## src/rtl/core/rgb_median3x3_filter_core_defines.svh

```systemverilog
// Assertion macros shared by the median filter core.
`ifndef RGB_MEDIAN3X3_FILTER_CORE_DEFINES_SVH
`define RGB_MEDIAN3X3_FILTER_CORE_DEFINES_SVH

// Same-cycle implication, disabled while reset is low.
`define RGBMED_CHECK(lbl, clk, rst_n, ante, cons, msg) \
    lbl: assert property (@(posedge clk) disable iff (!rst_n) (ante) |-> (cons)) \
        else $error(msg);

// Next-cycle implication, disabled while reset is low.
`define RGBMED_CHECK_NEXT(lbl, clk, rst_n, ante, cons, msg) \
    lbl: assert property (@(posedge clk) disable iff (!rst_n) (ante) |=> (cons)) \
        else $error(msg);

`endif

```

## src/rtl/core/rgbmed_pkg.sv

```systemverilog
package rgbmed_pkg;

    // Default frame limits
    localparam int MAX_WIDTH_DEF  = 1024;
    localparam int MAX_HEIGHT_DEF = 1024;

    // Configuration port
    localparam int CFG_W     = 11;
    localparam int CFG_IDX_W = 2;
    localparam logic [CFG_W-1:0] FRAME_WIDTH_RST  = 11'd640;
    localparam logic [CFG_W-1:0] FRAME_HEIGHT_RST = 11'd480;

    typedef enum logic [CFG_IDX_W-1:0] {
        CFG_FRAME_WIDTH  = 2'd0,
        CFG_FRAME_HEIGHT = 2'd1
    } t_cfg_reg;

    // Request kinds on the pixel channel
    localparam logic ACT_PUSH  = 1'b0;
    localparam logic ACT_DRAIN = 1'b1;

    // Pixel and window geometry
    localparam int CH_W     = 8;
    localparam int NUM_CH   = 3;
    localparam int PIX_W    = 4 * CH_W;
    localparam int SMP_W    = NUM_CH * CH_W;
    localparam int WIN_SIDE = 3;
    localparam int WIN_N    = WIN_SIDE * WIN_SIDE;
    localparam int RANK_W   = $clog2(WIN_N + 1);

    // Result queue
    localparam int FIFO_DEPTH = 8;
    localparam int FIFO_PTR_W = $clog2(FIFO_DEPTH);
    localparam int FIFO_CNT_W = $clog2(FIFO_DEPTH + 1);
    localparam int OCC_W      = $clog2(FIFO_DEPTH + 4);

    typedef logic [PIX_W-1:0]   t_pix;
    typedef logic [2*PIX_W-1:0] t_line;

    typedef struct packed {
        logic                        valid;
        logic [WIN_N-1:0][SMP_W-1:0] smp;
        logic [WIN_N-1:0]            mask;
        logic [CH_W-1:0]             alpha;
        logic                        last;
    } t_med_req;

    typedef struct packed {
        logic [CH_W-1:0] out_red;
        logic [CH_W-1:0] out_green;
        logic [CH_W-1:0] out_blue;
        logic [CH_W-1:0] out_alpha;
        logic            frame_last;
    } t_res;

    typedef struct packed {
        logic valid;
        t_res res;
    } t_res_push;

    typedef struct packed {
        logic c_vld;
        logic d_vld;
    } t_med_stat;

endpackage

```

## src/rtl/core/rgbmed_median.sv

```systemverilog
module rgbmed_median (
    input  logic                  i_clk,
    input  logic                  i_rst_n,
    input  rgbmed_pkg::t_med_req  i_req,
    output rgbmed_pkg::t_res_push o_push,
    output rgbmed_pkg::t_med_stat o_stat
);

    localparam int CH_W   = rgbmed_pkg::CH_W;
    localparam int NUM_CH = rgbmed_pkg::NUM_CH;
    localparam int WIN_N  = rgbmed_pkg::WIN_N;
    localparam int SMP_W  = rgbmed_pkg::SMP_W;
    localparam int RANK_W = rgbmed_pkg::RANK_W;

    // Window stage
    logic                        r_c_vld;
    logic [WIN_N-1:0][SMP_W-1:0] r_c_smp;
    logic [WIN_N-1:0]            r_c_mask;
    logic [CH_W-1:0]             r_c_alpha;
    logic                        r_c_last;

    // Rank stage
    logic                                    r_d_vld;
    logic [WIN_N-1:0][SMP_W-1:0]             r_d_smp;
    logic [WIN_N-1:0]                        r_d_mask;
    logic [NUM_CH-1:0][WIN_N-1:0][RANK_W-1:0] r_d_rank;
    logic [RANK_W-1:0]                       r_d_k;
    logic [CH_W-1:0]                         r_d_alpha;
    logic                                    r_d_last;

    logic [NUM_CH-1:0][WIN_N-1:0][RANK_W-1:0] n_rank;
    logic [RANK_W-1:0]                       n_k;
    logic [NUM_CH-1:0][CH_W-1:0]             v_med;

    // Advance valid flags
    always_ff @(posedge i_clk) begin
        if (!i_rst_n) begin
            r_c_vld <= 1'b0;
            r_d_vld <= 1'b0;
        end else begin
            r_c_vld <= i_req.valid;
            r_d_vld <= r_c_vld;
        end
    end

    // Hold window and rank payloads
    always_ff @(posedge i_clk) begin
        r_c_smp   <= i_req.smp;
        r_c_mask  <= i_req.mask;
        r_c_alpha <= i_req.alpha;
        r_c_last  <= i_req.last;
        r_d_smp   <= r_c_smp;
        r_d_mask  <= r_c_mask;
        r_d_rank  <= n_rank;
        r_d_k     <= n_k;
        r_d_alpha <= r_c_alpha;
        r_d_last  <= r_c_last;
    end

    // Rank each valid sample; ties break by window position
    always_comb begin
        logic [CH_W-1:0]   v_si;
        logic [CH_W-1:0]   v_sj;
        logic [RANK_W-1:0] v_acc;
        logic [RANK_W-1:0] v_n;
        n_rank = '0;
        v_si   = '0;
        v_sj   = '0;
        v_acc  = '0;
        for (int ch = 0; ch < NUM_CH; ch++) begin
            for (int i = 0; i < WIN_N; i++) begin
                v_acc = '0;
                v_si  = r_c_smp[i][ch*CH_W +: CH_W];
                for (int j = 0; j < WIN_N; j++) begin
                    v_sj = r_c_smp[j][ch*CH_W +: CH_W];
                    if ((j != i) && r_c_mask[j] &&
                        ((v_sj < v_si) || ((v_sj == v_si) && (j < i)))) begin
                        v_acc = v_acc + RANK_W'(1);
                    end
                end
                n_rank[ch][i] = v_acc;
            end
        end
        v_n = '0;
        for (int i = 0; i < WIN_N; i++) begin
            v_n = v_n + RANK_W'(r_c_mask[i]);
        end
        n_k = v_n >> 1;
    end

    // Pick the sample whose rank is the middle one
    always_comb begin
        v_med = '0;
        for (int ch = 0; ch < NUM_CH; ch++) begin
            for (int i = 0; i < WIN_N; i++) begin
                if (r_d_mask[i] && (r_d_rank[ch][i] == r_d_k)) begin
                    v_med[ch] = v_med[ch] | r_d_smp[i][ch*CH_W +: CH_W];
                end
            end
        end
    end

    assign o_push.valid          = r_d_vld;
    assign o_push.res.out_red    = v_med[0];
    assign o_push.res.out_green  = v_med[1];
    assign o_push.res.out_blue   = v_med[2];
    assign o_push.res.out_alpha  = r_d_alpha;
    assign o_push.res.frame_last = r_d_last;

    assign o_stat.c_vld = r_c_vld;
    assign o_stat.d_vld = r_d_vld;

endmodule

```

## config.mk

```make
export PLATFORM = sky130hd
export DESIGN_NAME = rgbmed_median
export DESIGN_NICKNAME = d
export VERILOG_FILES = /design/src/rtl/core/rgb_median3x3_filter_core_defines.svh /design/src/rtl/core/rgbmed_pkg.sv /design/src/rtl/core/rgbmed_median.sv
export SDC_FILE = /design/constraint.sdc
export NUM_CORES = 2
export LEC_CHECK = 0
export ABC_CLOCK_PERIOD_IN_PS = 7000
export BUFFER_PORTS_ARGS = -buffer_cell sky130_fd_sc_hd__buf_2
export CORE_ASPECT_RATIO = 1.25
export CORE_MARGIN = 2
export CORE_UTILIZATION = 40
export DETAILED_ROUTE_END_ITERATION = 7
export HOLD_SLACK_MARGIN = 0.02
export PLACE_DENSITY = 0.65
export SETUP_SLACK_MARGIN = 0.15
export SYNTH_ARGS = -nofsm -noshare
export SYNTH_HDL_FRONTEND = slang
export SYNTH_SLANG_ARGS = --single-unit
```

## constraint.sdc

```tcl
create_clock -name i_clk -period 7 [get_ports i_clk]
set_input_delay 0.7 -clock i_clk [delete_from_list [all_inputs] [get_ports i_clk]]
set_output_delay 0.7 -clock i_clk [all_outputs]
set_load 0.03 [all_outputs]
```

==> metrics.md <==
| Metric | Value |
|---|---|
| Min-delay src | `i_req[39]` |
| Worst-margin pin slew | `1160 ps` |
| Share of power burned in registers | `0.283` |
| Vias | `43479` |
| Clock Latency Late Sink | `690 ps` |
| Worst setup SP type | `register` |
| Slew margin rel. | `0.225` |
| CP Capture Type | `register` |
| R2R Setup Slk | `910 ps` |
| Hold/Removal Path Class | `input pin to register` |
| Top_reg_cell synth | `dfxtp_1` |
| Vias in the first global route | `43073` |
| Die height | `399 um` |
| Fin Hold WS | `95.8 ps` |
| Hold path depth | `1` |
| 1st-iter DRT viols | `2787` |
| Pin count of the biggest net entering global routing | `31` |
| Total wire length | `170 mm` |
| Area leader, netlist | `ha_1` |
| Number of core rows | `145` |
| Power share of the combinational group | `0.459` |
| Synth Warn # | `0` |
| Routed length per instance | `22.5 um` |
| R2R Path End | `r_d_rank[61]` |
| Worst setup path class | `register to register` |
| R2R Path Start | `r_c_smp[155]` |
| Root Driver | `clkbuf_16` |
| Total CTS buffers | `68` |
| Syn Area/Cell | `9.01 sq um` |
| I/O Pins | `273` |
| Final ANT Viol Nets | `0` |
| Placed instance area | `53800 sq um` |
| First-pass GRT wire length | `254 mm` |
| P_sw | `~0.0059 W` |
| Switching Share | `0.411` |
| Leak | `27.1 nW` |
| CTS clk-pin slew, worst paths | `70 ps` |
| Tot Pwr | `0.0144 W` |
| Critical Path RT | `around 7600 ps` |
| Final Hold Viols | `0` |
| I/O Buffers | `272` |
| Outcome | `finished, final reports clean` |
| Total core area | `roughly 120000 sq um` |
| CTS resizes | `0` |
| 1st-pass router iterations | `6` |
| Initial Util | `0.402` |
| GRT Total Usage | `0.261` |
| WHS Endpoint | `r_c_smp[21]` |
| Syn Inst Count | `5550` |
| Yosys reg bits | `581` |
| CTS tree | `done` |
| CTS max path bufs | `3` |
| Fin. max-slew vios | `0` |
| Synth-to-Final Area Change | `12.3%` |
| Sequential area share after synthesis | `0.233` |
| R2R depth | `25` |
| VDD IR max | `0.286 mV` |
| Fin crit share | `0.869` |
| Int Pwr | `around 0.0085 W` |
| Die width | `roughly 320 um` |
| Clock Sinks | `581` |
| Post-Syn Area | `50000 sq um` |
| DP Wirelength | `131 mm` |
| Syn_nets | `6900` |
| Synth cell types | `99` |
| Final net count | `roughly 7300` |
| CTS Hold Bufs | `0` |
| Fraction of registers with async set/reset | `0` |
| Top cells by area, synth | `ha_1 (28%), dfxtp_1 (23%), xnor2_1 (4.9%), xor2_1 (3.3%), inv_1 (3.2%)` |
| Max Cap Violations | `0` |
| Setup violators final | `0` |
| Via-to-Cell Ratio | `around 5.7` |
| Fmax | `164 MHz` |
| Initial antenna violation count | `5` |
| Top cell type's share of synthesized area | `0.277` |
| Clk_skew | `a little over 30 ps` |
| CP max FO | `6` |
| Remaining Overflow, GRT | `0` |
| Share of cells above drive strength 1 | `0.106` |
| CP arrival | `6660 ps` |
| PD cells | `257 nW/um^2` |
| Fin area | `56100 sq um` |
| RSZ-0062 raised after global routing | `no` |
| # DRC | `0` |
| GP Congestion | `0.950` |
| Setup TNS Final | `0 ps` |
| Post-CTS setup buffers | `0` |
| EDFF count, synth | `0` |
| Min cycle time layout | `about 6100 ps` |
| Clk pwr share | `0.258` |
| Fill cells | `12033` |
| H-tree Lvls | `3` |
| Die area | `128000 sq um` |
==> sequential cells by signal, summed over array words and instances (netlist names) <==
register and flops:
r_d_rank 108, r_d_alpha 8, r_c_vld 1, r_d_vld 1
r_d_smp 216, r_d_last 1, r_c_alpha 8, r_d_mask 9
r_d_k 3, r_c_mask 9, r_c_smp 216, r_c_last 1
==> through the flow <==
step	utilization	setup WS (ps)	std cells
6_report	0.451	914	7573
5_1_grt	0.451	483	7572
4_1_cts	0.451	1010	7572
3_5_place_dp	0.432	1030	7450
3_3_place_gp	0.432	1140	7450
2_1_floorplan	-	1840	5550
==> worst max-delay path, stage by stage, from the launching register on <==
cell	delay [ps]
dfxtp_1	500
inv_1	240
ha_1	360
nand3_1	100
o21bai_1	170
a21boi_0	160
o21a_1	120
o21ai_0	90
and2_1	170
o21ai_0	430
inv_1	130
ha_1	320
xor2_1	520
xor2_1	240
o21ai_0	100
ha_1	280
inv_1	40
a21oi_1	160
o21ai_0	220
xnor2_1	190
mux2_2	280
ha_1	270
o22ai_1	80
a31oi_1	270
ha_1	280
mux2_2	260
==> area by class of cell <==
| cell class | instances | area, sq um | area share |
|---|---|---|---|
| Antenna cell | 1 | 2.50 | 0.0000446 |
| Clock buffer | 84 | 1900 | 0.0339 |
| Clock inverter | 38 | 418 | 0.00745 |
| Inverter | 431 | 1620 | 0.0288 |
| Multi-Input combinational cell | 4459 | 36500 | 0.650 |
| Sequential cell | 581 | 11600 | 0.207 |
| Tap cell | 1617 | 2020 | 0.0361 |
| Timing Repair Buffer | 362 | 2040 | 0.0363 |
==> kinds of logic after synthesis <==
| group | count (synthesis) | share of synthesized area |
|---|---|---|
| AND/OR/NAND/NOR | 1472 | 0.153 |
| AO/OA/AOI/OAI | 1250 | 0.170 |
| adder cells (fa/ha/maj) | 1113 | 0.279 |
| flip-flops | 581 | 0.233 |
| XOR/XNOR | 517 | 0.103 |
| buffers and inverters | 510 | 0.0390 |
| multiplexers | 107 | 0.0229 |
==> per-layer routing <==
metal  vias to the layer above  global-route usage  part of all wire
met5                         -                   0                 0
met2                      1473               0.455              0.47
met3                       497              0.0336             0.057
met4                         0               0.169             0.070
li1                      20908                   -                 -
met1                     20601               0.300              0.40
==> layout by cell type, fill, tap and decap left out, types with 27 or more instances in the layout <==
cell,Yosys,layout
ha_1,1108,1108
dfxtp_1,581,574
inv_1,431,431
nand2_1,331,331
xnor2_1,277,277
a21oi_1,272,272
buf_2,7,272
nor2_1,239,239
o21ai_0,207,207
xor2_1,190,190
a21o_1,172,172
nand3_1,167,167
nand4_1,153,153
o21a_1,136,136
nor2b_1,128,128
nor3_1,107,94
buf_4,5,90
clkbuf_16,0,69
and2_1,57,57
nand2b_1,57,57
mux2i_1,57,57
mux2_2,49,49
and3_1,47,47
a211oi_1,40,40
o211ai_1,37,37
nand3b_1,36,36
or2_2,33,33
a22oi_1,33,33
a221oi_1,32,32
a31oi_1,31,31
or3_1,28,28
and4_1,27,27
==> power by group through the flow <==
stage,Clock [W],Sequential (W),Combinational (W)
floorplan,0,0.00396,0.00482
global placement,0,0.00415,0.00640
detailed placement,0,0.00416,0.00656
CTS,0.00381,0.00409,0.00660
global route,0.00393,0.00412,0.00732
finish,0.00372,0.00409,0.00663
==> Yosys cell counts, types with 37 or more instances <==
master,n
ha_1,1108
clkbuf_1,59
xor2_1,190
o21a_1,136
nor3_1,107
a21oi_1,272
nand4_1,153
nand2_1,331
mux2i_1,57
a21o_1,172
dfxtp_1,581
o21ai_0,207
inv_1,431
mux2_2,49
nand2b_1,57
xnor2_1,277
and3_1,47
nor2b_1,128
nor2_1,239
a211oi_1,40
o211ai_1,37
and2_1,57
nand3_1,167
==> worst max-delay path by stage <==
stage,slack [ps],start,end
6_report,910,r_c_smp[155],r_d_rank[61]
5_1_grt,480,r_c_smp[155],r_d_rank[61]
4_1_cts,1010,r_c_smp[155],r_d_rank[61]
3_5_place_dp,1030,r_c_smp[155],r_d_rank[61]
3_3_place_gp,1140,r_c_smp[155],r_d_rank[61]
2_1_floorplan,1840,r_c_smp[65],r_d_rank[82]
(Power assumes the default switching activity.)
