<file path="config.mk">
export PLATFORM = sky130hd
export DESIGN_NAME = rgbmed_res_fifo_flat
export DESIGN_NICKNAME = d
export VERILOG_FILES = /design/src/rtl/core/rgb_median3x3_filter_core_defines.svh /design/src/rtl/core/rgbmed_pkg.sv /design/src/rtl/core/rgbmed_ifs.sv /design/src/rtl/core/rgbmed_res_fifo.sv /design/src/flat_wrapper.sv
export SDC_FILE = /design/constraint.sdc
export NUM_CORES = 1
export LEC_CHECK = 0
export ABC_CLOCK_PERIOD_IN_PS = 3700
export CAP_MARGIN = 20
export CORE_MARGIN = 5
export CORE_UTILIZATION = 63
export CTS_CLUSTER_SIZE = 14
export DETAILED_ROUTE_END_ITERATION = 8
export DONT_BUFFER_PORTS = 1
export GPL_TIMING_DRIVEN = 0
export PLACE_DENSITY = 0.76
export SYNTH_ARGS = -nofsm -noshare
export SYNTH_HDL_FRONTEND = slang
export SYNTH_SLANG_ARGS = --single-unit
</file>
<file path="constraint.sdc">
create_clock -name i_clk -period 3.7 [get_ports i_clk]
set_input_delay 0.555 -clock i_clk [delete_from_list [all_inputs] [get_ports i_clk]]
set_output_delay 0.555 -clock i_clk [all_outputs]
set_load 0.005 [all_outputs]
</file>
<file path="src/rtl/core/rgb_median3x3_filter_core_defines.svh">
// Assertion macros shared by the median filter core.
`ifndef RGB_MEDIAN3X3_FILTER_CORE_DEFINES_SVH
`define RGB_MEDIAN3X3_FILTER_CORE_DEFINES_SVH

// Same-cycle implication, disabled while reset is low.
`define RGBMED_CHECK(lbl, clk, rst_n, ante, cons, msg) \
    lbl: assert property (@(posedge clk) disable iff (!rst_n) (ante) |-> (cons)) \
        else $error(msg);

// Next-cycle implication, disabled while reset is low.
`define RGBMED_CHECK_NEXT(lbl, clk, rst_n, ante, cons, msg) \
    lbl: assert property (@(posedge clk) disable iff (!rst_n) (ante) |=> (cons)) \
        else $error(msg);

`endif

</file>
<file path="src/rtl/core/rgbmed_pkg.sv">
package rgbmed_pkg;

    // Default frame limits
    localparam int MAX_WIDTH_DEF  = 1024;
    localparam int MAX_HEIGHT_DEF = 1024;

    // Configuration port
    localparam int CFG_W     = 11;
    localparam int CFG_IDX_W = 2;
    localparam logic [CFG_W-1:0] FRAME_WIDTH_RST  = 11'd640;
    localparam logic [CFG_W-1:0] FRAME_HEIGHT_RST = 11'd480;

    typedef enum logic [CFG_IDX_W-1:0] {
        CFG_FRAME_WIDTH  = 2'd0,
        CFG_FRAME_HEIGHT = 2'd1
    } t_cfg_reg;

    // Request kinds on the pixel channel
    localparam logic ACT_PUSH  = 1'b0;
    localparam logic ACT_DRAIN = 1'b1;

    // Pixel and window geometry
    localparam int CH_W     = 8;
    localparam int NUM_CH   = 3;
    localparam int PIX_W    = 4 * CH_W;
    localparam int SMP_W    = NUM_CH * CH_W;
    localparam int WIN_SIDE = 3;
    localparam int WIN_N    = WIN_SIDE * WIN_SIDE;
    localparam int RANK_W   = $clog2(WIN_N + 1);

    // Result queue
    localparam int FIFO_DEPTH = 8;
    localparam int FIFO_PTR_W = $clog2(FIFO_DEPTH);
    localparam int FIFO_CNT_W = $clog2(FIFO_DEPTH + 1);
    localparam int OCC_W      = $clog2(FIFO_DEPTH + 4);

    typedef logic [PIX_W-1:0]   t_pix;
    typedef logic [2*PIX_W-1:0] t_line;

    typedef struct packed {
        logic                        valid;
        logic [WIN_N-1:0][SMP_W-1:0] smp;
        logic [WIN_N-1:0]            mask;
        logic [CH_W-1:0]             alpha;
        logic                        last;
    } t_med_req;

    typedef struct packed {
        logic [CH_W-1:0] out_red;
        logic [CH_W-1:0] out_green;
        logic [CH_W-1:0] out_blue;
        logic [CH_W-1:0] out_alpha;
        logic            frame_last;
    } t_res;

    typedef struct packed {
        logic valid;
        t_res res;
    } t_res_push;

    typedef struct packed {
        logic c_vld;
        logic d_vld;
    } t_med_stat;

endpackage

</file>
<file path="src/rtl/core/rgbmed_ifs.sv">


// Result channel
interface rgbmed_res_if;
    logic       valid;
    logic       ready;
    logic [7:0] out_red;
    logic [7:0] out_green;
    logic [7:0] out_blue;
    logic [7:0] out_alpha;
    logic       frame_last;

    modport source (output valid, output out_red, output out_green, output out_blue,
                    output out_alpha, output frame_last, input ready);
    modport sink   (input valid, input out_red, input out_green, input out_blue,
                    input out_alpha, input frame_last, output ready);
endinterface


</file>
<file path="src/rtl/core/rgbmed_res_fifo.sv">
module rgbmed_res_fifo (
    input  logic                                 i_clk,
    input  logic                                 i_rst_n,
    input  rgbmed_pkg::t_res_push                i_push,
    rgbmed_res_if.source                         o_res,
    output logic [rgbmed_pkg::FIFO_CNT_W-1:0]    o_count
);

    localparam int DEPTH = rgbmed_pkg::FIFO_DEPTH;
    localparam int PW    = rgbmed_pkg::FIFO_PTR_W;
    localparam int CNTW  = rgbmed_pkg::FIFO_CNT_W;

    rgbmed_pkg::t_res r_mem [DEPTH];
    logic [PW-1:0]    r_wr_ptr;
    logic [PW-1:0]    r_rd_ptr;
    logic [CNTW-1:0]  r_cnt;
    logic             v_pop;

    assign v_pop = o_res.valid && o_res.ready;

    // Store incoming results
    always_ff @(posedge i_clk) begin
        if (i_push.valid) begin
            r_mem[r_wr_ptr] <= i_push.res;
        end
    end

    // Advance pointers and occupancy
    always_ff @(posedge i_clk) begin
        if (!i_rst_n) begin
            r_wr_ptr <= '0;
            r_rd_ptr <= '0;
            r_cnt    <= '0;
        end else begin
            if (i_push.valid) begin
                r_wr_ptr <= r_wr_ptr + PW'(1);
            end
            if (v_pop) begin
                r_rd_ptr <= r_rd_ptr + PW'(1);
            end
            if (i_push.valid && !v_pop) begin
                r_cnt <= r_cnt + CNTW'(1);
            end else if (!i_push.valid && v_pop) begin
                r_cnt <= r_cnt - CNTW'(1);
            end
        end
    end

    // Present the oldest result
    assign o_res.valid      = (r_cnt != '0);
    assign o_res.out_red    = r_mem[r_rd_ptr].out_red;
    assign o_res.out_green  = r_mem[r_rd_ptr].out_green;
    assign o_res.out_blue   = r_mem[r_rd_ptr].out_blue;
    assign o_res.out_alpha  = r_mem[r_rd_ptr].out_alpha;
    assign o_res.frame_last = r_mem[r_rd_ptr].frame_last;
    assign o_count          = r_cnt;

endmodule

</file>
<file path="src/flat_wrapper.sv">
// flat-port wrapper written by rule: the top's interface ports become plain ports
module rgbmed_res_fifo_flat 
  (i_clk, i_rst_n, i_push, o_count, o_res_valid, o_res_out_red, o_res_out_green, o_res_out_blue, o_res_out_alpha, o_res_frame_last, o_res_ready);
  rgbmed_res_if o_res_i ();
  input  logic i_clk;
  input  logic i_rst_n;
  input  rgbmed_pkg::t_res_push i_push;
  output logic [rgbmed_pkg::FIFO_CNT_W-1:0] o_count;
  output wire logic [$bits(o_res_i.valid)-1:0] o_res_valid;
  output wire logic [$bits(o_res_i.out_red)-1:0] o_res_out_red;
  output wire logic [$bits(o_res_i.out_green)-1:0] o_res_out_green;
  output wire logic [$bits(o_res_i.out_blue)-1:0] o_res_out_blue;
  output wire logic [$bits(o_res_i.out_alpha)-1:0] o_res_out_alpha;
  output wire logic [$bits(o_res_i.frame_last)-1:0] o_res_frame_last;
  input wire logic [$bits(o_res_i.ready)-1:0] o_res_ready;
  assign o_res_valid = o_res_i.valid;
  assign o_res_out_red = o_res_i.out_red;
  assign o_res_out_green = o_res_i.out_green;
  assign o_res_out_blue = o_res_i.out_blue;
  assign o_res_out_alpha = o_res_i.out_alpha;
  assign o_res_frame_last = o_res_i.frame_last;
  assign o_res_i.ready = o_res_ready;
  rgbmed_res_fifo u_core (.i_clk(i_clk), .i_rst_n(i_rst_n), .i_push(i_push), .o_res(o_res_i), .o_count(o_count));
endmodule
</file>
==> out/results.tsv <==
stage	metric	value	unit
cells_and_area	area growth from synthesis to layout	14.24	%
setup_path	crit-path max cell delay	0.44	ns
timing	fmax	0.3344	GHz
synth	Syn. warnings	0	
timing	Setup Skew	0.01519	ns
setup_path	end of the critical path	o_res_out_alpha[4]	
detailed_routing	drt total wl	19330	um
synth	flops & latches, synth	277	
cts	TritonCTS Buffers	27	
cts	clock slew at reported path FFs	0.06	ns
cts	Root Driver	clkbuf_16	
timing	final worst slack	0.7095	ns
floorplanning	Core Region	0.01652	mm^2
status	outcome	completed	
synth	dominant synthesized flop cell	edfxtp_1	
synth	Seq/Total Area, Yosys	0.7747	
setup_path	Crit. End Element	output pin	
setup_path	reg2reg end	u_core.o_count[3]$_SDFFE_PN0P_	
synth	Synth Instances	450	
timing	final hold vios	0	
global_route	global route overflow	0	
power_and_ir_drop	P_leak	3.812	nW
power_and_ir_drop	Worst VDD drop	553.4	uV
power_and_ir_drop	PwrDens	648.5	mW/mm^2
cts	TritonCTS clock tree	done	
cts	Clk Latency, worst-skew pair	0.52	ns
global_route	global-route wire length before repair	30030	um
detailed_routing	First-pass DRT Iterations	5	
cts	hold buffer count at cts	0	
cts	Num Clock Sinks	277	
cells_and_area	final-stage net count	536	
floorplanning	initial core utilization	0.6396	
setup_path	CP Depth	4	
setup_path	worst r2r src	u_core.o_count[0]$_SDFFE_PN0P_	
setup_path	worst-case reg-to-reg path depth	9	
floorplanning	die area	0.01947	mm^2
placement	HPWL Detailed	12010	um
synth	Mapped Avg Cell Area	23.49	um^2
detailed_routing	Vias	4542	
global_route	pin count of the biggest net entering global routing	24	
floorplanning	chip width	139.5	um
detailed_routing	initial detailed-routing violation count	281	
job	total of max-cap violations	0	
timing	Setup TNS Final	0	ns
setup_path	Setup CP Type	flop to output pin	
timing	Final Cycle Share	0.8082	
setup_path	startpoint types	flop	
synth	Mapped Area	0.01057	mm^2
global_route	initial antenna violation count	0	
cells_and_area	share of layout cells above drive strength 1	0.3255	
cts	H-tree levels	1	
placement	dpl ws	1.138	ns
setup_path	Critical Path RT	3.14	ns
cells_and_area	Final Util	0.7307	
detailed_routing	DRC	0	
timing	hold slack final	0.1174	ns
setup_path	Crit path max-delay family	buffers and inverters	
placement	Port Buffers	0	
timing	RSZ-0062 raised after global routing	false	
cells_and_area	# diodes	0	
power_and_ir_drop	Pint	6.043	mW
synth	distinct cell type count after synthesis	30	
power_and_ir_drop	switching part of the total	0.2282	
setup_path	Buf/Inv on CP	2	
setup_path	crit path cell chain	clkbuf_1 -> buf_2 -> mux4_2 -> mux2_2	
setup_path	slowest CP cell	clkbuf_1	
synth	Mapped Nets	493	
power_and_ir_drop	sequential power share	0.462	
global_route	Tot GR Track Use	0.2065	
cts	CTS Buffer Depth	3	
floorplanning	die height	139.5	um
cts	setup bufs post-CTS	0	
timing	Rel. slew slack	0.3824	
setup_path	arrival time worst endpoint	2.44	ns
min_path	worst min path class	primary input to flop	
global_route	vias in the first global route	5004	
floorplanning	# IOs	75	
synth	Async S/R FF share, synth	0	
timing	Least-Margin Pin Slew	0.9214	ns
detailed_routing	Final ANT Viol Nets	0	
setup_path	reg-to-reg setup timing slack	1.14	ns
timing	crit path time final	2.990	ns
timing	Final setup viols	0	
timing	Pins Over Slew Limit	0	
synth	EDFF count, synth	264	
detailed_routing	Vias/cell	6.196	
cells_and_area	commonest non-fill, non-tap cell in the layout	edfxtp_1	
cts	CTS resizes	0	
cells_and_area	commonest non-fill, non-tap cells in the layout	edfxtp_1 (264), mux4_2 (59), mux2_2 (33), clkbuf_16 (29)	
setup_path	Crit Path Max Fanout	10	
power_and_ir_drop	Switching Power	1.787	mW
placement	routability cong.	0.7162	
cells_and_area	Fillers	913	
floorplanning	row count	47	
detailed_routing	wire per inst	26.37	um
power_and_ir_drop	Comb pwr share	0.180	
power_and_ir_drop	Clock power frac	0.359	
-- cell usage after synthesis, types with 2 or more instances --
library cell / number / area [um^2]
nor2b_1: 2 / 12.51
mux4_1: 7 / 183.9
nand2b_1: 4 / 25.02
mux4_2: 59 / 1329
dfxtp_1: 13 / 260.3
xnor2_1: 5 / 43.79
nor3_1: 2 / 10.01
buf_6: 4 / 45.04
clkbuf_1: 7 / 26.28
nor2_1: 7 / 26.28
nand3_1: 3 / 15.01
edfxtp_1: 264 / 7928
nand2_1: 7 / 26.28
mux2_2: 33 / 371.6
mux2i_1: 3 / 30.03
and2_1: 7 / 43.79
ha_1: 5 / 62.56
buf_2: 6 / 30.03
-- how the worst min path moves through the flow --
| stage | endpoint | slack (ns) | cells past startpoint | from |
|---|---|---|---|---|
| after global routing | u_core.r_mem[4][9]$_DFFE_PP_ | 0.09 | 0 | i_push[9] |
| after global placement | u_core.o_count[3]$_SDFFE_PN0P_ | 0.49 | 2 | u_core.o_count[3]$_SDFFE_PN0P_ |
| after floorplan | flop | 0.45 | 2 | u_core.r_rd_ptr[1]$_SDFFE_PN0P_ |
| after CTS | u_core.r_mem[2][9]$_DFFE_PP_ | 0.10 | 0 | i_push[9] |
| after detailed placement | u_core.o_count[3]$_SDFFE_PN0P_ | 0.51 | 2 | u_core.o_count[3]$_SDFFE_PN0P_ |
| final | u_core.r_mem[4][9]$_DFFE_PP_ | 0.12 | 0 | i_push[9] |
-- sequential cells by signal (all words and copies together), names as in the netlist, named ones only --
name and cells:
u_core.o_count 4, u_core.r_mem 264, u_core.r_rd_ptr 3, u_core.r_wr_ptr 3
-- cell type report --
type | instances | area, um^2 | area share
sequential | 277 | 8188 | 0.6781
multi-input combinational | 152 | 2302 | 0.1907
clock buffer | 40 | 817.0 | 0.06767
tap | 220 | 275.3 | 0.02280
timing repair buffer | 14 | 236.5 | 0.01959
buffer | 20 | 130.1 | 0.01078
clock inverter | 9 | 121.4 | 0.01005
inverter | 1 | 3.754 | 0.0003109
-- worst reg2reg max path, delay by kind of cell, from the launching register on --
kind,cells,cell delay (ns)
AO/OA/AOI/OAI,3,0.50
flip-flops,1,0.38
adder cells (fa/ha/maj),2,0.52
buffers and inverters,1,0.10
multiplexers,1,0.19
AND/OR/NAND/NOR,2,0.81
-- logic make-up (layout without fill, tap and decap cells) --
logic type	after synthesis	after routing	synth area share
buffers and inverters	21	84	0.01267
XOR/XNOR	6	6	0.004972
AO/OA/AOI/OAI	5	5	0.002960
adder cells (fa/ha/maj)	6	6	0.007814
AND/OR/NAND/NOR	33	33	0.01575
multiplexers	102	102	0.1811
flip-flops	277	277	0.7747
-- through the flow --
| stage | instance area (um^2) | power [mW] | std cells |
|---|---|---|---|
| floorplan | 10570 | 4.789 | 450 |
| global placement | 10840 | 5.055 | 670 |
| detailed placement | 11140 | 5.120 | 684 |
| CTS | 12070 | 7.909 | 733 |
| global route | 12070 | 8.162 | 733 |
| finish | 12070 | 7.830 | 733 |
-- layer usage --
| metal | global-route usage | vias to the layer above | part of all wire |
|---|---|---|---|
| li1 | - | 1978 | - |
| met5 | 0 | - | 0 |
| met4 | 0.05046 | 0 | 0.020 |
| met1 | 0.2692 | 2390 | 0.38 |
| met2 | 0.3567 | 141 | 0.53 |
| met3 | 0.05043 | 33 | 0.065 |
-- power by group through the flow --
| stage | clock (mW) | sequential, mW | combinational (mW) |
|---|---|---|---|
| 3_5_place_dp | 0 | 3.68 | 1.44 |
| 6_report | 2.81 | 3.61 | 1.41 |
| 2_1_floorplan | 0 | 3.66 | 1.13 |
| 4_1_cts | 2.85 | 3.62 | 1.44 |
| 5_1_grt | 3.00 | 3.62 | 1.54 |
| 3_3_place_gp | 0 | 3.68 | 1.38 |
Note: power is estimated with default switching activity, not from simulation.
